==> src/rtl/ism_pkg.sv <==
// shared types and constants of the ising lattice block
package ism_pkg;

	// lattice side, default
	localparam int GRID_SIDE_DEF = 64;

	// fixed field widths
	localparam int COORD_IN_W = 6;
	localparam int DRAW_W     = 32;
	localparam int BOND_OUT_W = 15;
	localparam int MAG_OUT_W  = 14;
	localparam int SWEEP_W    = 32;
	localparam int MODE_W     = 2;
	localparam int CFG_IDX_W  = 2;
	localparam int CFG_DATA_W = 32;

	// command codes
	localparam logic CMD_TRIAL = 1'b0;
	localparam logic CMD_READ  = 1'b1;

	// coupling modes
	localparam logic [MODE_W-1:0] MODE_FERRO = 2'd0;
	localparam logic [MODE_W-1:0] MODE_ANTI  = 2'd1;
	localparam logic [MODE_W-1:0] MODE_ZERO  = 2'd2;

	// register indexes
	localparam logic [CFG_IDX_W-1:0] REG_MODE     = 2'd0;
	localparam logic [CFG_IDX_W-1:0] REG_TH_SMALL = 2'd1;
	localparam logic [CFG_IDX_W-1:0] REG_TH_LARGE = 2'd2;

	// command queue between front and back
	localparam int QUEUE_DEPTH = 2;
	localparam int QUEUE_PTR_W = 1;
	localparam int QUEUE_CNT_W = 2;

	// classified command as it sits in the queue
	typedef struct packed {
		logic                  cmd;
		logic [COORD_IN_W-1:0] row;
		logic [COORD_IN_W-1:0] col;
		logic                  row_first;
		logic                  row_last;
		logic                  col_first;
		logic                  col_last;
		logic [DRAW_W-1:0]     draw;
	} ism_entry_t;

	// queue status seen by the front
	typedef struct packed {
		logic full;
		logic empty;
	} ism_qstat_t;

endpackage

==> src/rtl/ism_front.sv <==
// front end: input handshake, coordinate clamp and edge classification
module ism_front #(
	parameter int GRID_SIDE = ism_pkg::GRID_SIDE_DEF
) (
	input  logic                            in_valid,
	output logic                            in_ready,
	input  logic                            command,
	input  logic [ism_pkg::COORD_IN_W-1:0]  row,
	input  logic [ism_pkg::COORD_IN_W-1:0]  col,
	input  logic [ism_pkg::DRAW_W-1:0]      random_draw,
	input  logic                            clearing,
	input  ism_pkg::ism_qstat_t             qstat,
	output logic                            push,
	output ism_pkg::ism_entry_t             push_entry
);
	import ism_pkg::*;

	localparam int LAST_IDX = GRID_SIDE - 1;
	localparam logic [COORD_IN_W-1:0] EDGE_IN =
		(LAST_IDX > 63) ? 6'd63 : COORD_IN_W'(LAST_IDX);

	logic [COORD_IN_W-1:0] row_cl;
	logic [COORD_IN_W-1:0] col_cl;

	// take items while the queue has room and the lattice is initialized
	assign in_ready = !qstat.full && !clearing;
	assign push     = in_valid && in_ready;

	// clamp coordinates past the side
	assign row_cl = (row > EDGE_IN) ? EDGE_IN : row;
	assign col_cl = (col > EDGE_IN) ? EDGE_IN : col;

	// classify wrap-around edges for the neighbor addressing
	always_comb begin
		push_entry.cmd       = command;
		push_entry.row       = row_cl;
		push_entry.col       = col_cl;
		push_entry.row_first = (row_cl == '0);
		push_entry.row_last  = (32'(row_cl) == 32'(LAST_IDX));
		push_entry.col_first = (col_cl == '0);
		push_entry.col_last  = (32'(col_cl) == 32'(LAST_IDX));
		push_entry.draw      = random_draw;
	end

endmodule

==> config.mk <==
export PLATFORM = sky130hd
export DESIGN_NAME = ism_front
export DESIGN_NICKNAME = d
export VERILOG_FILES = /design/src/rtl/ism_pkg.sv /design/src/rtl/ism_front.sv
export SDC_FILE = /design/constraint.sdc
export NUM_CORES = 1
export LEC_CHECK = 0
export BUFFER_PORTS_ARGS = -buffer_cell sky130_fd_sc_hd__clkbuf_2
export CAP_MARGIN = 20
export CORE_MARGIN = 2
export CORE_UTILIZATION = 24
export DETAILED_ROUTE_END_ITERATION = 16
export GPL_TIMING_DRIVEN = 0
export PLACE_DENSITY = 0.95
export RECOVER_POWER = 25
export SYNTH_ARGS = -nofsm -noshare
export SYNTH_HDL_FRONTEND = slang
export SYNTH_SLANG_ARGS = --single-unit
==> constraint.sdc <==
create_clock -name vclk -period 2.8
set_input_delay 0.56 -clock vclk [all_inputs]
set_output_delay 0.56 -clock vclk [all_outputs]
set_load 0.005 [all_outputs]
## Yosys cells after proc, flatten, opt, wreduce, memory -nomap -nowiden

Cells that the tools add are included.
Widths: inputs -> output; s select.

| storage, ports and cells | value |
|---|---|
| register bits | 0 |
| bits of input ports | 49 |
| output and inout port bits | 51 |

| operators by class | value |
|---|---|
| magnitude comparators | 2 |
| reductions and logical operators | 6 |
| eq/ne operators | 2 |
| muxes and demuxes | 2 |

Operator list:

| cell | number |
|---|---|
| $eq 6x6->1 const B | 2 |
| $gt 6x6->1 const B | 2 |
| $logic_not 6->1 | 2 |
| $mux 6 | 2 |
| $logic_and 1x1->1 | 2 |
| $logic_not 1->1 | 2 |

## Logic depth before layout (Yosys ltp)

Gate-level depths: netlist of run 1.

| logic depth | value |
|---|---|
| word-level depth | 3 |
| mapped depth | 2 |

## Least setup slack after synthesis of run 1

No wires, ideal clock.

| timing | value |
|---|---|
| kind | input -> output |
| from | input port col[2] in the netlist's numbering |
| to | output port push_entry[33] in the netlist's numbering |
| path slack | 1,042 ps |
| arrival | 1,198 ps |
| path buffers | 0 |
| stages on the path | 2 |
| path through | or4_4 > nor3_2 |

RTL lines:

| element | line | RTL |
|---|---|---|
| from (decl) | ism_front.sv:9 | `input logic [ism_pkg::COORD_IN_W-1:0] col,` |
| to (decl) | ism_front.sv:14 | `output ism_pkg::ism_entry_t push_entry` |

==> impl_results.md, run 1 <==
- Layout clock buffers: 0
- Post-layout util: 48.8%
- Critical Path Sink Type: output port
- First-pass GRT wire length: 1.48 mm
- Post-route ant nets: 0
- Post-Syn Nets: 106
- Outcome: finished clean
- Post-synth top area cell: buf_4
- Overall power: 0.0972 mW
- Sequential area share after synthesis: 0%
- Crit path max-delay cell type: or4_4
- Final wirelength: 1.14 mm
- Vias per inst: 3.83
- Max FO, Critical Path: 3
- Most used cell, CP: clkbuf_2
- Core box area: 1510 sq um
- Hold_sp: random_draw[12]
- Fmax: slightly above 0.5 GHz
- Reg area: 0 sq um
- Setup TNS: 0 ns
- Worst Tran Pin Value: 0.117 ns
- Final net count: 174
- Pwr Density: 132 nW/um^2
- Synth-to-Final Area Change: 90.6%
- Min Hold Slack: 1.29 ns
- Fin crit share: 70.7%
- Vias in the first global route: 394
- Setup bufs post-CTS: 0
- Top-area cell type share of the netlist area: 64.3%
- Yosys Warn Count: 0
- Largest net degree at the start of global routing: 4
- Gr usage total: 9.24%
- Grt ovf: 0
- Max_cap viols: 0
- WP data arrival: 1.42 ns
- ANT cells: 0
- Hold Buf Count CTS: 0
- Tmin final: 1.98 ns
- Initial core utilization: 25.6%
- Die area: 1940 sq um
- Worst Hold End: push_entry[12]
- Number of port buffers: 66
- Fin. max-slew vios: 0
- Hold Crit Class: in2out
- DRC: 0
- Die H: ~44 microns
- Crit path buf inv count: 2
- Hold path cells: 2
- Most common cell after layout, fill and taps aside: clkbuf_2
- HPWL Detailed: 1.12 mm
- Cell count after placement: 139
- RSZ-0062 raised after global routing: false
- Crit Path Category: in2out
- Post-DR wirelength/cell: around 8 microns
- Post-cts resize count: 0
- CP required: 2.24 ns
- Most frequent cells in the layout: 65 x clkbuf_2, 22 x buf_4, 11 x clkbuf_1, 11 x clkbuf_4, 3 x nor2_1
- Post-synthesis cell type count: 9
- Post-route non-filler standard cell count: 139
- Synth Area per Inst: around 6.8 sq um
- GPL Wtd Cong: approximately 0.62
- IO Count: 100
- Cells along the critical path: clkbuf_2, or4_4, nor3_2, clkbuf_2
- Width of the die: 44.1 microns
- Worst setup SP type: input port
- FP Rows: 14
- 1st-iter DRT viols: 1
- Synthesized area: 385 sq um
- Rel. slew slack: 92.2%
- Final setup vio count: 0
- Number of antenna violations at the first check in global routing: 0
- Max IR drop VDD: 0.0000650 V
- Largest cells by area after synthesis: buf_4 64%, clkbuf_1 9.7%, or4_4 5.8%, dlygate4sd3_1 5.2%, nor3_2 5.2%
- Crit path max-delay family: simple AND/OR/NAND/NOR gates
- Syn Inst Count: 57
- Leakage: 0.472 nW
- Via count: 532
- Num sequential: 0
- Layout cell share with drive strength beyond 1: 82.9%
- Final Hold Viols: 0
- Critical path's largest stage delay: 0.52 ns
- First drt pass iteration count: 2
[metal layers]
metal | wire (microns) | part of all wire [%] | GRT usage [%] | vias to the layer above
met5 | 0 | 0 | 0 | -
met4 | 0 | 0 | 0 | 0
met3 | 232 | 20 | 0.408 | 0
met2 | 605 | 53 | 22.4 | 58
met1 | 297 | 26 | 8.15 | 205
li1 | - | - | - | 269
[synth_stat cells]
| cell | n |
|---|---|
| or4_4 | 2 |
| and2_1 | 1 |
| dlygate4sd3_1 | 2 |
| nand4_1 | 2 |
| nor3_2 | 2 |
| nand2_1 | 2 |
| clkbuf_1 | 10 |
| buf_4 | 33 |
| nor2_1 | 3 |
[layout make-up]
class	instances	area, sq um
multi-input combinational	12	80.1
timing repair buffer	66	329
buffer	45	305
fill	145	772
tap	16	20.0
[stage by stage]
step	instance area (sq um)	setup slack, ns
after global routing	734	0.744
after floorplan	385	1.04
after detailed placement	736	0.814
after global placement	736	0.824
final	734	0.822
after CTS	736	0.817
[cells by family (layout without fill, tap and decap cells)]
| family | after synthesis | in the layout | share of synthesized area [%] |
|---|---|---|---|
| buffers and inverters | 45 | 111 | 79.2 |
| AND/OR/NAND/NOR | 12 | 12 | 20.8 |
[where the power goes]
group / internal [mW] / switching [mW]
Combinational: 0.0645 / 0.0327
Clock: 0 / 0
Sequential: 0 / 0
[how the worst max path moves through the flow]
stage,startpoint,cells after the start,end,slack [ns]
2_1_floorplan,col[2],2,push_entry[33],1.04
3_3_place_gp,row[2],4,push_entry[35],0.82
3_5_place_dp,col[2],4,push_entry[33],0.81
4_1_cts,col[2],4,push_entry[33],0.82
5_1_grt,col[2],4,push_entry[33],0.74
6_report,col[2],4,push_entry[33],0.82
(Power assumes the default switching activity.)
==> run 2: changes to the inputs <==
--- a/config.mk
+++ b/config.mk
@@ -8,10 +8,10 @@
 export BUFFER_PORTS_ARGS = -buffer_cell sky130_fd_sc_hd__clkbuf_2
 export CAP_MARGIN = 20
 export CORE_MARGIN = 2
-export CORE_UTILIZATION = 24
+export CORE_UTILIZATION = 20
 export DETAILED_ROUTE_END_ITERATION = 16
 export GPL_TIMING_DRIVEN = 0
-export PLACE_DENSITY = 0.95
+export PLACE_DENSITY = 0.91
 export RECOVER_POWER = 25
 export SYNTH_ARGS = -nofsm -noshare
 export SYNTH_HDL_FRONTEND = slang
==> constraint.sdc (replaced) <==
create_clock -name vclk -period 1.6
set_input_delay 0.32 -clock vclk [all_inputs]
set_output_delay 0.32 -clock vclk [all_outputs]
set_load 0.005 [all_outputs]
==> impl_results.md, run 2 (same netlist as run 1, synthesis figures left out) <==
- Outcome: finished clean (unchanged)
- Initial core utilization: 21.8% (was 25.6%)
- WP data arrival: 1.17 ns (was 1.42 ns)
- Max_cap viols: 0 (unchanged)
- Synth-to-Final Area Change: 92.2% (was 90.6%)
- Gate power share: 100.0% (about the same)
- Num sequential: 0 (unchanged)
- Post-route non-filler standard cell count: 148 (was 139)
- Grt ovf: 0 (unchanged)
- Worst Tran Pin Value: 0.110 ns (was 0.117 ns)
- Pwr Density: 229 nW/um^2 (was 132 nW/um^2)
- Post-route setup slack: 0.110 ns (was 0.822 ns)
- Rel. slew slack: 92.6% (was 92.2%)
- Vias in the first global route: 312 (was 394)
- HPWL Detailed: 1.13 mm (was 1.12 mm)
- Tmin final: ~1.5 ns
- Overall power: 0.169 mW (was 0.0972 mW)
- Most common cell after layout, fill and taps aside: clkbuf_2 (unchanged)
- Clk pwr share: 0% (about the same)
- Number of antenna violations at the first check in global routing: 0 (unchanged)
- Via count: 544 (was 532)
- Die area: 2290 sq um (was 1940 sq um)
- Most frequent cells in the layout: 61 x clkbuf_2, 26 x buf_4, 15 x clkbuf_1, 7 x clkbuf_4, 3 x nor2_1 (was 65 x clkbuf_2, 22 x buf_4, 11 x clkbuf_1, 11 x clkbuf_4, 3 x nor2_1)
- Gr usage total: 5.68% (was 9.24%)
- Fin. max-slew vios: 0 (unchanged)
- GPL Wtd Cong: 0.587 (was 0.619)
- Post-Place Setup Slack: 0.100 ns (was 0.814 ns)
- Post-cts resize count: 0 (unchanged)
- Net Sw Power: 0.0573 mW (was 0.0327 mW)
- Final net count: 174 (unchanged)
- Final wirelength: 1.15 mm (was 1.14 mm)
- Number of port buffers: 66 (unchanged)
- ANT cells: 0 (unchanged)
- Internal power: 0.112 mW (was 0.0645 mW)
- Max IR drop VDD: 0.000102 V (was 0.0000650 V)
- Hold Buf Count CTS: 0 (unchanged)
- First-pass GRT wire length: 1.03 mm (was 1.48 mm)
- Largest net degree at the start of global routing: 4 (unchanged)
- RSZ-0062 raised after global routing: false (unchanged)
- Final setup vio count: 0 (unchanged)
- Core box area: 1760 sq um (was 1510 sq um)
- Max FO, Critical Path: 3 (unchanged)
- Hold Crit Class: in2out (unchanged)
- Proportion of power drawn by flip-flops and latches: 0% (about the same)
- Critical Path Sink Type: output port (unchanged)
- Width of the die: 47.9 microns (was 44.1 microns)
- Vias per inst: 3.68 (was 3.83)
- Layout cell share with drive strength beyond 1: 79.7% (was 82.9%)
- First drt pass iteration count: 1 (was 2)
- Setup bufs post-CTS: 0 (unchanged)
- Layout clock buffers: 0 (unchanged)
- Crit Path Category: in2out (unchanged)
- FP Rows: 15 (was 14)
- Fmax: 0.671 GHz
- Leakage: 0.461 nW (was 0.472 nW)
- Worst setup SP type: input port (unchanged)
- Final Hold Viols: 0 (unchanged)
- Post-route ant nets: 0 (unchanged)
- DRC: 0 (unchanged)
- Net Sw Frac: 33.8% (was 33.6%)
- 1st-iter DRT viols: 0 (was 1)
- Reg area: 0 sq um (unchanged)
- Fin crit share: 93.1%
- Setup TNS: 0 ns (unchanged)
- Die H: 47.9 microns (was 44.1 microns)
- IO Count: 100 (unchanged)
- Post-DR wirelength/cell: 7.74 microns (was 8.17 microns)
- Cell count after placement: 148 (was 139)
- CP required: 1.28 ns (was 2.24 ns)
## run 2: cell types whose count changed in the layout (fill, tap and decap cells not counted), sizes merged
| cell | previous run | this run |
|---|---|---|
| clkbuf | 87 | 83 |
| buf | 22 | 26 |
## run 2: metal layers
metal	vias to the layer above	GRT usage [%]	routed length [microns]
met5	-	0	0
met4	0	0	0
met3	0	0.377	255
met2	60	14.4	591
met1	215	4.40	298
li1	269	-	-
## run 2: path summary, 6_finish.rpt
check	endpoint	cells after the start	startpoint	slack [ns]
worst max-delay path	push_entry[33]	4	col[2]	0.11
worst min-delay path	push_entry[6]	2	random_draw[6]	0.81
## run 2: area by class of cell
type / instances / area [sq um]
buffer: 45 / 305
fill: 190 / 1020
multi-input combinational: 12 / 80.1
tap: 25 / 31.3
timing repair buffer: 66 / 324
## run 2: metrics by stage
| step | instance area (sq um) | hold slack (ns) | util, % |
|---|---|---|---|
| after floorplan | 385 | 0.664 | - |
| after global placement | 747 | 0.808 | 42.3 |
| after detailed placement | 747 | 0.809 | 42.3 |
| after CTS | 747 | 0.809 | 42.3 |
| after global routing | 741 | 0.822 | 42.0 |
| final | 741 | 0.808 | 42.0 |
## run 2: critical path: stages
cell	delay, ns
clkbuf_2	0.09
or4_4	0.53
nor3_2	0.10
clkbuf_2	0.13
## run 2: power by group through the flow
stage / clock [mW] / sequential (mW) / combinational, mW
floorplan: 0 / 0 / 0.0885
global placement: 0 / 0 / 0.171
detailed placement: 0 / 0 / 0.174
CTS: 0 / 0 / 0.175
global route: 0 / 0 / 0.187
finish: 0 / 0 / 0.169
==> run 3: changes to the inputs <==
--- a/config.mk
+++ b/config.mk
@@ -7,7 +7,7 @@
 export LEC_CHECK = 0
 export BUFFER_PORTS_ARGS = -buffer_cell sky130_fd_sc_hd__clkbuf_2
 export CAP_MARGIN = 20
-export CORE_MARGIN = 2
+export CORE_MARGIN = 1
 export CORE_UTILIZATION = 20
 export DETAILED_ROUTE_END_ITERATION = 16
 export GPL_TIMING_DRIVEN = 0
==> impl_results.md, run 3 (same netlist as run 1, synthesis figures left out) <==
- Outcome: finished clean (unchanged)
- Multi-input gate area: 80.1 sq um (unchanged)
- Post-DR wirelength/cell: 6.93 microns (was 7.74 microns)
- Crit path buf inv count: 2 (unchanged)
- Hold_sp: random_draw[6] (unchanged)
- Grt ovf: 0 (unchanged)
- Die H: 45.9 microns (was 47.9 microns)
- Die area: 2110 sq um (was 2290 sq um)
- HPWL Detailed: 987 microns (was 1.13 mm)
- Number of antenna violations at the first check in global routing: 0 (unchanged)
- CP required: 1.28 ns (about the same)
- Min Hold Slack: 0.808 ns (about the same)
- Crit path max-delay cell type: or4_4 (unchanged)
- First drt pass iteration count: 2 (was 1)
- GPL Wtd Cong: 0.590 (was 0.587)
- Max IR drop VDD: 0.000100 V (was 0.000102 V)
- Synth-to-Final Area Change: 92.9% (was 92.2%)
- Post-route ant nets: 0 (unchanged)
- RSZ-0062 raised after global routing: false (unchanged)
- Final wirelength: 1.03 mm (was 1.15 mm)
- Hold path cells: 2 (unchanged)
- Final net count: 174 (unchanged)
- Max FO, Critical Path: 3 (unchanged)
- Num sequential: 0 (unchanged)
- Core box area: 1760 sq um (unchanged)
- Cells along the critical path: clkbuf_2, or4_4, nor3_2, clkbuf_2 (unchanged)
- Setup bufs post-CTS: 0 (unchanged)
- Tmin final: 1.49 ns (about the same)
- 1st-iter DRT viols: 1 (was 0)
- Pwr Density: 227 nW/um^2 (was 229 nW/um^2)
- Max_cap viols: 0 (unchanged)
- Reg area: 0 sq um (unchanged)
- Worst Tran Pin Value: 0.115 ns (was 0.110 ns)
- Layout cell share with drive strength beyond 1: 81.3% (was 79.7%)
- Vias per inst: 3.57 (was 3.68)
- Critical path's largest stage delay: 0.53 ns (about the same)
- Setup TNS: 0 ns (unchanged)
- Rel. slew slack: 92.3% (was 92.6%)
- FP Rows: 15 (unchanged)
- Hold Buf Count CTS: 0 (unchanged)
- Crit Path Category: in2out (unchanged)
- Fin. max-slew vios: 0 (unchanged)
- Crit path max-delay family: simple AND/OR/NAND/NOR gates (unchanged)
- Worst setup SP type: input port (unchanged)
- Via count: 529 (was 544)
- Crit path depth: 4 (unchanged)
- DRC: 0 (unchanged)
- Critical Path Sink Type: output port (unchanged)
- Gr usage total: 5.23% (was 5.68%)
- Most frequent cells in the layout: 63 x clkbuf_2, 24 x buf_4, 13 x clkbuf_1, 9 x clkbuf_4, 3 x nor2_1 (was 61 x clkbuf_2, 26 x buf_4, 15 x clkbuf_1, 7 x clkbuf_4, 3 x nor2_1)
- WP data arrival: 1.17 ns (about the same)
- Fmax: 0.669 GHz (was 0.671 GHz)
- Width of the die: 45.9 microns (was 47.9 microns)
- Fin crit share: 93.4% (was 93.1%)
- Most common cell after layout, fill and taps aside: clkbuf_2 (unchanged)
- Post-cts resize count: 0 (unchanged)
- Leakage: 0.467 nW (was 0.461 nW)
- Largest net degree at the start of global routing: 4 (unchanged)
- Hold Crit Class: in2out (unchanged)
- Most used cell, CP: clkbuf_2 (unchanged)
- First-pass GRT wire length: 876 microns (was 1.03 mm)
- Layout clock buffers: 0 (unchanged)
- Final Hold Viols: 0 (unchanged)
- ANT cells: 0 (unchanged)
- Vias in the first global route: 267 (was 312)
- Worst Hold End: push_entry[6] (unchanged)
- Final setup vio count: 0 (unchanged)
- IO Count: 100 (unchanged)
- Filler cell count: 187 (was 190)
- Initial core utilization: 21.8% (unchanged)
- Number of port buffers: 66 (unchanged)
==> run 3: cell count changes in the layout (fill, tap and decap cells not counted), sizes merged <==
cell / delta
clkbuf: +2
buf: -2
==> run 3: cell type report <==
type | count | area share (%)
Timing Repair Buffer | 66 | 43.9
Multi-Input combinational cell | 12 | 10.8
Buffer | 45 | 41.1
Tap cell | 25 | 4.21
==> run 3: layer usage <==
layer / share of wire, % / vias to the layer above / track usage, %
li1: - / 270 / -
met1: 32 / 199 / 3.95
met2: 48 / 60 / 13.5
met3: 20 / 0 / 0
met4: 0 / 0 / 0
met5: 0 / - / 0
==> run 3: worst max-delay path by stage <==
stage | from | to
2_1_floorplan | col[2] | push_entry[33]
4_1_cts | row[2] | push_entry[35]
3_3_place_gp | row[2] | push_entry[35]
3_5_place_dp | row[2] | push_entry[35]
6_report | col[2] | push_entry[33]
5_1_grt | row[2] | push_entry[35]
==> run 3: through the flow <==
step | setup WS [ns] | instance area [sq um] | utilization [%] | std cells | total power [mW]
2_1_floorplan | 0.322 | 385 | - | 57 | 0.0885
3_3_place_gp | 0.104 | 747 | 42.3 | 148 | 0.170
3_5_place_dp | 0.101 | 747 | 42.3 | 148 | 0.173
4_1_cts | 0.101 | 747 | 42.3 | 148 | 0.173
5_1_grt | 0.0439 | 743 | 42.1 | 148 | 0.185
6_report | 0.105 | 743 | 42.1 | 148 | 0.169
==> run 3: report_power, final <==
group	leakage [nW]	switching [mW]	internal, mW	total (mW)
logic	0.467	0.0562	0.112	0.169
clock network	0	0	0	0
registers	0	0	0	0
