### src/rtl/ism_pkg.sv
// shared types and constants of the ising lattice block
package ism_pkg;

	// lattice side, default
	localparam int GRID_SIDE_DEF = 64;

	// fixed field widths
	localparam int COORD_IN_W = 6;
	localparam int DRAW_W     = 32;
	localparam int BOND_OUT_W = 15;
	localparam int MAG_OUT_W  = 14;
	localparam int SWEEP_W    = 32;
	localparam int MODE_W     = 2;
	localparam int CFG_IDX_W  = 2;
	localparam int CFG_DATA_W = 32;

	// command codes
	localparam logic CMD_TRIAL = 1'b0;
	localparam logic CMD_READ  = 1'b1;

	// coupling modes
	localparam logic [MODE_W-1:0] MODE_FERRO = 2'd0;
	localparam logic [MODE_W-1:0] MODE_ANTI  = 2'd1;
	localparam logic [MODE_W-1:0] MODE_ZERO  = 2'd2;

	// register indexes
	localparam logic [CFG_IDX_W-1:0] REG_MODE     = 2'd0;
	localparam logic [CFG_IDX_W-1:0] REG_TH_SMALL = 2'd1;
	localparam logic [CFG_IDX_W-1:0] REG_TH_LARGE = 2'd2;

	// command queue between front and back
	localparam int QUEUE_DEPTH = 2;
	localparam int QUEUE_PTR_W = 1;
	localparam int QUEUE_CNT_W = 2;

	// classified command as it sits in the queue
	typedef struct packed {
		logic                  cmd;
		logic [COORD_IN_W-1:0] row;
		logic [COORD_IN_W-1:0] col;
		logic                  row_first;
		logic                  row_last;
		logic                  col_first;
		logic                  col_last;
		logic [DRAW_W-1:0]     draw;
	} ism_entry_t;

	// queue status seen by the front
	typedef struct packed {
		logic full;
		logic empty;
	} ism_qstat_t;

endpackage

### src/rtl/ism_queue.sv
// short command queue between the front and back ends
module ism_queue (
	input  logic                 clk,
	input  logic                 arst_n,
	input  logic                 push,
	input  ism_pkg::ism_entry_t  push_entry,
	input  logic                 pop,
	output ism_pkg::ism_entry_t  head,
	output ism_pkg::ism_qstat_t  qstat
);
	import ism_pkg::*;

	ism_entry_t             slot_q [QUEUE_DEPTH];
	logic [QUEUE_PTR_W-1:0] wr_ptr_q;
	logic [QUEUE_PTR_W-1:0] rd_ptr_q;
	logic [QUEUE_CNT_W-1:0] count_q;

	assign qstat.full  = (count_q == QUEUE_CNT_W'(QUEUE_DEPTH));
	assign qstat.empty = (count_q == '0);
	assign head        = slot_q[rd_ptr_q];

	// storage
	always_ff @(posedge clk) begin
		if (push) begin
			slot_q[wr_ptr_q] <= push_entry;
		end
	end

	// pointers and fill count
	always_ff @(posedge clk or negedge arst_n) begin
		if (!arst_n) begin
			wr_ptr_q <= '0;
			rd_ptr_q <= '0;
			count_q  <= '0;
		end else begin
			if (push) begin
				wr_ptr_q <= QUEUE_PTR_W'(wr_ptr_q + 1'b1);
			end
			if (pop) begin
				rd_ptr_q <= QUEUE_PTR_W'(rd_ptr_q + 1'b1);
			end
			if (push && !pop) begin
				count_q <= QUEUE_CNT_W'(count_q + 1'b1);
			end else if (pop && !push) begin
				count_q <= QUEUE_CNT_W'(count_q - 1'b1);
			end
		end
	end

endmodule

### config.mk
export PLATFORM = sky130hd
export DESIGN_NAME = ism_queue
export DESIGN_NICKNAME = d
export VERILOG_FILES = /design/src/rtl/ism_pkg.sv /design/src/rtl/ism_queue.sv
export SDC_FILE = /design/constraint.sdc
export NUM_CORES = 1
export LEC_CHECK = 0
export BUFFER_PORTS_ARGS = -buffer_cell sky130_fd_sc_hd__buf_2
export CAP_MARGIN = 5
export CORE_MARGIN = 10
export CORE_UTILIZATION = 47
export CTS_CLUSTER_DIAMETER = 30
export DETAILED_ROUTE_END_ITERATION = 10
export HOLD_SLACK_MARGIN = 0.15
export PLACE_DENSITY = 0.86
export SYNTH_ARGS = -nofsm -noshare
export SYNTH_HDL_FRONTEND = slang
export SYNTH_SLANG_ARGS = --single-unit
### constraint.sdc
create_clock -name clk -period 3.1 [get_ports clk]
set_clock_uncertainty 0.2 [all_clocks]
set_input_delay 0.93 -clock clk [delete_from_list [all_inputs] [get_ports clk]]
set_output_delay 0.93 -clock clk [all_outputs]
set_load 0.02 [all_outputs]
# Word-level counts from Yosys, hierarchy flattened
# Memory sizes are Yosys's and may differ from the RTL's.
# Cells that the tools add are included.
[totals]
out_inout_bits = 51
ramBits = 98
input_bits = 53
regBits = 4
word_cells = 19
memories = 1
[classes]
add_sub_neg = 4
n_mux = 4
n_eq_ne = 1
reduce_logical = 6
[mem_list]
columns = ["memory", "words", "word_bits", "read_ports", "rd_ports_with_merged_regs", "write_ports", "line_no", "rtl"]
rows = [
  ["slot_q", 2, 49, 1, 0, 1, "ism_queue.sv:13", "ism_entry_t slot_q [QUEUE_DEPTH];"],
]
[op_table]
columns = ["op", "count"]
rows = [
  ["$mux W2", 2],
  ["$add A1 B1 Y1 const B", 2],
  ["$add A2 B1 Y2 const B", 1],
  ["$eq A2 B2 Y1 const B", 1],
  ["$logic_and A1 B1 Y1", 2],
  ["$logic_not A1 Y1", 2],
  ["$logic_not A2 Y1", 1],
  ["$mux W1", 2],
  ["$reduce_bool A2 Y1", 1],
  ["$sub A2 B1 Y2 const B", 1],
]

# Logic depth before layout (Yosys ltp)
# Gate-level depths: netlist (run 1).
[depth]
depth_word = 4
ltp_mapped = 5
mapped_depth_nobuf = 5

# Worst setup path after synthesis (run 1)
# No wires, ideal clock.
[synth_timing]
path_type = "input to register"
from = "input push"
to = "memory slot_q[0][0] (netlist name) (enable)"
n_path_buf = 0
arrival_ns = 3.104
stages = 1
path_slack_ns = -0.665
required_ns = 2.438
path_cell_list = "nor2b_1"
[synth_via]
elab_chain_len = 2
[synth_lines]
columns = ["element", "line_no", "rtl"]
rows = [
  ["start, declared", "ism_queue.sv:5", "input logic push,"],
  ["$mux W1", "ism_queue.sv:24", "if (push) begin"],
  ["$mux W1 (not written as such)", "ism_queue.sv:25", "slot_q[wr_ptr_q] <= push_entry;"],
  ["end, declared", "ism_queue.sv:13", ""],
]
# No other way between the ends.

==> impl_metrics.yaml, run 1 <==
timing:
  finalHoldViolCount: 0
  tightest_slew_ns: 0.5320
  timing.setup.tns_ns: 0
  fin_hold_ws_ns: 0.1907
  rsz0062_at_grt: "false"
  final.period_utilization_pct: 88.59
  layout_min_cycle_time_ns: 2.746
  drv_slew: 0
  setup_violations: 0
  setup_slack_ns: 0.3537
  slew-limit-headroom_pct: 64.53
  fmaxAchievable_ghz: 0.3641
final_layout:
  fin_area_mm2: 0.004847
  diodes: 0
  drive_above_1_share_pct: 60.70
  area_delta_synth_final_pct: 21.90
  instances_no_fill: 390
  final_nets: 336
  utilization_pct: 58.99
critical_path:
  cp_max_fo: 21
  reg2reg_from: "wr_ptr_q"
  required_ns: 1.97
  cp.arrival_ns: 1.62
  reg2reg_depth: 2
  cp-end-kind: "primary output"
  crit_type: "flip-flop to primary output"
  rrSetupSlack_ns: 1.36
  start_kind: "flip-flop"
  r2r_end: "slot_q[1][12]"
yosys:
  synth-seq-cells: 102
  synth_common_cells: "edfxtp_1 (98), mux2_4 (49), buf_12 (5)"
  synth.area.top_cells: "edfxtp_1 (74%), mux2_4 (19%), buf_12 (2.5%)"
  syn-cell-area_mm2: 0.003976
  ys_seq_area_share_pct: 76.53
  yosysTopAreaCell: "edfxtp_1"
  synth_cells: 169
  ys_warn_count: 0
  synth-edff-count: 98
  async_flop_share_pct: 3.922
  yosysTopAreaCellShare_pct: 74.01
  synth_most_common_cell: "edfxtp_1"
  yosysUniqueCellTypes: 12
  ys.flop_type: "edfxtp_1"
  postSynthAreaPerCell_um2: 23.53
  syn_nets: 223
drt:
  drcViolationCount: 0
  wire_per_inst_um: 17.73
  drt_iter0_markers: 37
  dr.pass1.iters: 4
  vias: 1851
  drtAntennaViolNets: 0
  vias_per_cell: 4.746
  routed_wl_um: 6915
placement:
  port_buffers: 103
  placed_cells: 376
  post-place-ws_ns: 0.6898
  place_area_mm2: 0.004599
  post-dp-hpwl_um: 5030
  place_congestion: 0.6579
clock_tree:
  cts_tree: "done"
  cts.sinks: 102
  clock_path_buffers: 2
  cts.repair_timing.setup_buffer_count: 0
  cts.repair.resized: 0
  h-tree-depth: 3
  root_buffer: "clkbuf_8"
  cts_hold_buf: 0
  cts_made_buffers: 9
  clk_latency_ns: 0.33
  clkSlewWorstSetupHoldPaths_ns: 0.08
die:
  die_h_um: 112.0
  start_util_pct: 48.39
  die_w_um: 112.0
  core_mm2: 0.008217
  rows: 33
  top_level_ports: 104
  dieArea_mm2: 0.01254
flow_run:
  maxCapViolCount: 0
global_route:
  grt_pass1_vias: 2107
  grt_max_degree: 39
  grt_pass1_wl_um: 10850
  grt_antenna_before_repair: 1
  overflow: 0
  grt_usage_pct: 10.86
pwr:
  leakage_nw: 1.985
  power_density_mw_per_mm2: 942.9
  ir_worst_vdd_uv: 577.0
  power.total_mw: 4.570
outcome:
  status: "finished clean"
hold_path:
  hold_path_class: "input port to asynchronous set/reset pin"
-- cell families (layout without fill, tap and decap cells) --
| kind of cell | after synthesis | in the layout | share of synthesized area [%] |
|---|---|---|---|
| muxes | 49 | 49 | 18.50 |
| adders and majority gates | 1 | 1 | 0.3146 |
| xor gates and xnor gates | 5 | 5 | 1.101 |
| and+or+nand+nor | 5 | 5 | 0.6609 |
| buffers and inverters | 7 | 123 | 2.895 |
| DFF | 102 | 102 | 76.53 |
-- worst max path at each step --
stage | start | end | cells after the start
after floorplan | push | slot_q[0][0] | 1
after global placement | push | slot_q[1][27] | 3
after detailed placement | push | slot_q[1][27] | 3
after CTS | rd_ptr_q | head[31] | 3
after global routing | rd_ptr_q | head[17] | 3
final | rd_ptr_q | head[9] | 3
-- worst max-delay path, stage by stage (launching register included) --
cell	delay [ns]
dfrtp_4	0.43
buf_4	0.35
mux2_4	0.33
buf_2	0.16
-- per-layer routing --
layer | routed length, um | up-vias | GRT usage (%)
li1 | - | 881 | -
met1 | 2550 | 896 | 10.75
met2 | 3659 | 62 | 19.66
met3 | 611 | 10 | 4.777
met4 | 74 | 2 | 3.892
met5 | 20 | - | 0
-- report_power, final --
group / switching [mW] / internal [mW]
Sequential: 0.0855 / 1.83
Combinational: 0.897 / 0.757
Clock: 0.391 / 0.606
Total: 1.37 / 3.20
-- final cells by class --
cell class	instances	area, um2
clock inverters	5	123.9
flip-flops and latches	102	3047
multi-input cells	60	827.0
fillers	631	3369
repair buffers	108	590.6
inverters	1	3.754
well taps	105	131.4
clock buffers	9	123.9
-- placed cells by master (no fill, tap or decap) --
master,instances
nor2b_1,1
clkbuf_8,9
nor2_1,2
bufinv_16,4
nor2b_4,1
ha_1,1
dfrtp_4,1
edfxtp_1,98
and2_2,1
buf_2,103
clkinv_1,1
mux2_4,49
buf_12,3
xnor2_1,1
buf_4,2
inv_1,1
xor2_1,4
dfrtp_1,3
-- state kept, by name, summed over array words and instances, names as in the netlist --
name,flops
count_q,2
rd_ptr_q,1
wr_ptr_q,1
slot_q,98
(Power assumes the default switching activity.)
==> run 2, diff against run 1 <==
--- a/config.mk
+++ b/config.mk
@@ -8,11 +8,11 @@
 export BUFFER_PORTS_ARGS = -buffer_cell sky130_fd_sc_hd__buf_2
 export CAP_MARGIN = 5
 export CORE_MARGIN = 10
-export CORE_UTILIZATION = 47
+export CORE_UTILIZATION = 45
 export CTS_CLUSTER_DIAMETER = 30
 export DETAILED_ROUTE_END_ITERATION = 10
 export HOLD_SLACK_MARGIN = 0.15
-export PLACE_DENSITY = 0.86
+export PLACE_DENSITY = 0.83
 export SYNTH_ARGS = -nofsm -noshare
 export SYNTH_HDL_FRONTEND = slang
 export SYNTH_SLANG_ARGS = --single-unit
==> impl_metrics.yaml, run 2 (same netlist as run 1, synthesis figures left out) <==
clock_tree:
  cts_made_buffers: 9
  cts.sinks: 102
  cts_hold_buf: 0
  cts.repair_timing.setup_buffer_count: 0
  root_buffer: "clkbuf_8"
  cts.repair.resized: 0
  clk_latency_ns: 0.34
  h-tree-depth: 3
  cts_tree: "done"
  clock_path_buffers: 2
  clkSlewWorstSetupHoldPaths_ns: 0.08
die:
  core_mm2: 0.008678
  top_level_ports: 104
  rows: 34
  die_w_um: 114
  start_util_pct: 45.82
  die_h_um: 114
  dieArea_mm2: 0.01300
drt:
  drt_iter0_markers: 46
  drtAntennaViolNets: 0
  dr.pass1.iters: 4
  vias: 1844
  vias_per_cell: 4.692
  drcViolationCount: 0
  wire_per_inst_um: 17.06
  routed_wl_um: 6705
final_layout:
  area_delta_synth_final_pct: 20.17
  top_regs: "slot_q: 98 flops, count_q: 2 flops"
  final_nets: 334
  utilization_pct: 55.06
  layout_common_cells: "buf_2 (103), edfxtp_1 (98), mux2_4 (49)"
  fillers: 716
  layout_commonest_cell: "buf_2"
  diodes: 0
  fin_area_mm2: 0.004778
  drive_above_1_share_pct: 60.00
  top_register: "slot_q"
  largest_reg_flops: 98
critical_path:
  r2r_end: "slot_q[1][17]"
  reg2reg_from: "wr_ptr_q"
  required_ns: 1.97
  crit_type: "flip-flop to primary output"
  cp_slowest_cell: "dfrtp_4"
  rrSetupSlack_ns: 1.66
  cp-end-kind: "primary output"
  cpPeakStageDelay_ns: 0.42
  start_kind: "flip-flop"
  cp.arrival_ns: 1.61
  reg2reg_depth: 2
  path_buf_inv: 2
  crit_chain: "buf_12 > mux2_4 > buf_2"
  cp_max_fo: 50
  crit_family: "buffers and inverters"
global_route:
  grt_pass1_vias: 1987
  grt_usage_pct: 10.35
  grt_max_degree: 51
  grt_antenna_before_repair: 1
  overflow: 0
  grt_pass1_wl_um: 10540
hold_path:
  hold_path_class: "input port to asynchronous set/reset pin"
pwr:
  power_density_mw_per_mm2: 905.9
  leakage_nw: 1.944
  ir_worst_vdd_uv: 487.0
placement:
  place_congestion: 0.6496
  place_area_mm2: 0.004588
  port_buffers: 103
  post-dp-hpwl_um: 4660
timing:
  timing.setup.tns_ns: 0
  finalHoldViolCount: 0
  setup_violations: 0
  slew-limit-headroom_pct: 74.87
  fmaxAchievable_ghz: 0.3650
  tightest_slew_ns: 0.3770
  drv_slew: 0
  rsz0062_at_grt: "false"
  final.period_utilization_pct: 88.39
  layout_min_cycle_time_ns: 2.740
flow_run:
  maxCapViolCount: 0
outcome:
  status: "finished clean"
==> run 2: cell count changes in the layout (fill, tap and decap cells not counted) <==
| cell | delta |
|---|---|
| clkinv_1 | +1 |
| clkbuf_1 | +1 |
| buf_4 | -2 |
| bufinv_16 | -3 |
| clkinvlp_4 | +1 |
| clkinv_4 | +2 |
==> run 2: how the worst max path moves through the flow <==
stage / startpoint / endpoint / slack [ns] / cells past startpoint
2_1_floorplan: push / slot_q[0][0] / 0.25 / 1
3_3_place_gp: rd_ptr_q / head[15] / 0.71 / 3
3_5_place_dp: rd_ptr_q / head[15] / 0.71 / 3
5_1_grt: rd_ptr_q / head[41] / 0.28 / 3
4_1_cts: rd_ptr_q / head[15] / 0.32 / 3
6_report: rd_ptr_q / head[41] / 0.36 / 3
==> run 2: cell type report <==
type | instances | area (um2) | share of cell area, %
Sequential cell | 102 | 3047 | 63.76
Timing Repair Buffer | 106 | 575.6 | 12.05
Clock inverter | 6 | 62.56 | 1.309
Clock buffer | 10 | 127.6 | 2.671
Inverter | 1 | 3.754 | 0.07855
Multi-Input combinational cell | 60 | 827.0 | 17.31
Tap cell | 108 | 135.1 | 2.828
==> run 2: layer usage <==
layer	vias up	routed length, um	track usage [%]
met5	-	0	0
met4	0	36	3.008
met3	5	626	5.354
met2	62	3553	17.96
met1	899	2489	10.64
li1	878	-	-
==> run 2: metrics by stage <==
step	setup WS, ns	std cells	power (mW)	hold WS (ns)
6_report	0.3600	393	4.329	0.1761
4_1_cts	0.3160	393	4.417	0.1567
5_1_grt	0.2812	393	4.570	0.1579
3_3_place_gp	0.7106	377	3.600	0.2707
2_1_floorplan	0.2491	169	3.271	0.2563
3_5_place_dp	0.7086	377	3.630	0.2749
==> run 2: worst register-to-register path: cells and delay by family (launching register included) <==
kind / cells / cell delay, ns
buf+inv: 1 / 0.25
simple gates: 1 / 0.19
flops: 1 / 0.42
==> run 2: power by group <==
group / leakage (nW) / total (mW) / switching, mW / internal, mW
Combinational: 0.887 / 1.63 / 0.886 / 0.747
Clock: 0.0915 / 0.778 / 0.407 / 0.371
Sequential: 0.965 / 1.92 / 0.0841 / 1.83
==> run 3, diff against run 2 <==
--- a/config.mk
+++ b/config.mk
@@ -11,7 +11,7 @@
 export CORE_UTILIZATION = 45
 export CTS_CLUSTER_DIAMETER = 30
 export DETAILED_ROUTE_END_ITERATION = 10
-export HOLD_SLACK_MARGIN = 0.15
+export HOLD_SLACK_MARGIN = 0.03
 export PLACE_DENSITY = 0.83
 export SYNTH_ARGS = -nofsm -noshare
 export SYNTH_HDL_FRONTEND = slang
==> constraint.sdc (replaced) <==
create_clock -name clk -period 2.4 [get_ports clk]
set_clock_uncertainty 0.2 [all_clocks]
set_input_delay 0.72 -clock clk [delete_from_list [all_inputs] [get_ports clk]]
set_output_delay 0.72 -clock clk [all_outputs]
set_load 0.02 [all_outputs]
==> impl_metrics.yaml, run 3 (same netlist as run 1, synthesis figures left out) <==
timing:
  rsz0062_at_grt: "true"
  timing.setup.tns_ns: -2.675
  tightest_slew_ns: 0.3513
  drv_slew: 0
  finalHoldViolCount: 0
  final.period_utilization_pct: 103.5
  fin_hold_ws_ns: 0.3365
  setup_violations: 49
  fmaxAchievable_ghz: 0.4026
  layout_min_cycle_time_ns: 2.484
  slew-limit-headroom_pct: 76.58
  setup_slack_ns: -0.08385
placement:
  port_buffers: 103
  post-place-ws_ns: 0.2374
  place_congestion: 0.6459
  post-dp-hpwl_um: 4936
clock_tree:
  cts.sinks: 102
  cts_made_buffers: 9
  root_buffer: "clkbuf_8"
  h-tree-depth: 3
  clk_latency_ns: 0.35
  clock_path_buffers: 2
  cts_tree: "done"
  clkSlewWorstSetupHoldPaths_ns: 0.09
  cts.repair_timing.setup_buffer_count: 0
global_route:
  grt_pass1_wl_um: 10960
  grt_usage_pct: 10.92
  grt_pass1_vias: 2158
  overflow: 0
  grt_antenna_before_repair: 1
  grt_max_degree: 33
critical_path:
  start_kind: "flip-flop"
  cp_max_fo: 32
  required_ns: 1.48
  r2r_end: "slot_q[1][14]"
  reg2reg_depth: 2
  cp-end-kind: "primary output"
  reg2reg_from: "wr_ptr_q"
  crit_type: "flip-flop to primary output"
  rrSetupSlack_ns: 0.94
  cp.arrival_ns: 1.56
drt:
  drt_iter0_markers: 72
  routed_wl_um: 6832
  dr.pass1.iters: 4
  vias: 1896
  vias_per_cell: 4.764
  drcViolationCount: 0
  wire_per_inst_um: 17.17
  drtAntennaViolNets: 0
hold_path:
  holdPathStages: 1
  min_from: "count_q[1]"
  hold_path_class: "flip-flop to flip-flop"
  hold_path_end: "count_q[1]"
die:
  top_level_ports: 104
  die_h_um: 114
  core_mm2: 0.008678
  start_util_pct: 45.82
  die_w_um: 114
  dieArea_mm2: 0.01300
  rows: 34
final_layout:
  area_delta_synth_final_pct: 20.26
  largest_reg_flops: 98
  top_register: "slot_q"
  top_regs: "slot_q: 98 flops, count_q: 2 flops"
  utilization_pct: 55.10
  layout_common_cells: "buf_2 (103), edfxtp_1 (98), mux2_4 (49)"
  layout_commonest_cell: "buf_2"
  drive_above_1_share_pct: 61.25
  final_nets: 338
pwr:
  ir_worst_vdd_uv: 615.1
  power_density_mw_per_mm2: 1164
  leakage_nw: 1.961
  power.total_mw: 5.568
outcome:
  violations: "setup timing"
  status: "complete, but fails checks"
flow_run:
  maxCapViolCount: 0
[run 3: layout make-up]
class / instances / area, um2
Clock buffer: 9 / 123.9
Inverter: 1 / 3.754
Sequential cell: 102 / 3047
Timing Repair Buffer: 110 / 586.8
Multi-Input combinational cell: 60 / 827.0
Clock inverter: 7 / 56.30
Antenna cell: 1 / 2.502
Tap cell: 108 / 135.1
Fill cell: 713 / 3896
[run 3: metrics by stage]
step	cells	instance area, um2
2_1_floorplan	169	3985
3_3_place_gp	380	4586
3_5_place_dp	380	4586
4_1_cts	397	4780
5_1_grt	397	4780
6_report	398	4782
[run 3: worst max path at each step]
stage	start	end	cells after the start
3_5_place_dp	rd_ptr_q	head[12]	3
5_1_grt	rd_ptr_q	head[19]	3
2_1_floorplan	push	slot_q[0][0]	1
4_1_cts	rd_ptr_q	head[22]	3
6_report	rd_ptr_q	head[22]	3
3_3_place_gp	rd_ptr_q	head[26]	3
[run 3: metal layers]
layer  vias up  GRT usage (%)  share of wire [%]
met4         0          5.013                1.6
li1        890              -                  -
met1       935          10.96                 36
met3         9          5.197                9.6
met2        62          18.75                 53
met5         -              0                  0
[run 3: repair_timing]
action | CTS | global route
resized for setup | 1 | 0
endpoints found under the hold margin | 4 | 0
hold buffers | 1 | 0
gates cloned | 0 | 0
setup endpoints to repair | 49 | 49
pin swaps | 0 | 0
[run 3: power breakdown]
| group | internal (mW) | switching [mW] |
|---|---|---|
| sequential | 2.37 | 0.114 |
| clock | 0.391 | 0.574 |
| combinational | 0.966 | 1.15 |
[run 3: worst max-delay path: stages, from the launching register on]
cell     delay [ns]
dfrtp_4        0.50
buf_12         0.19
mux2_4         0.33
buf_2          0.16
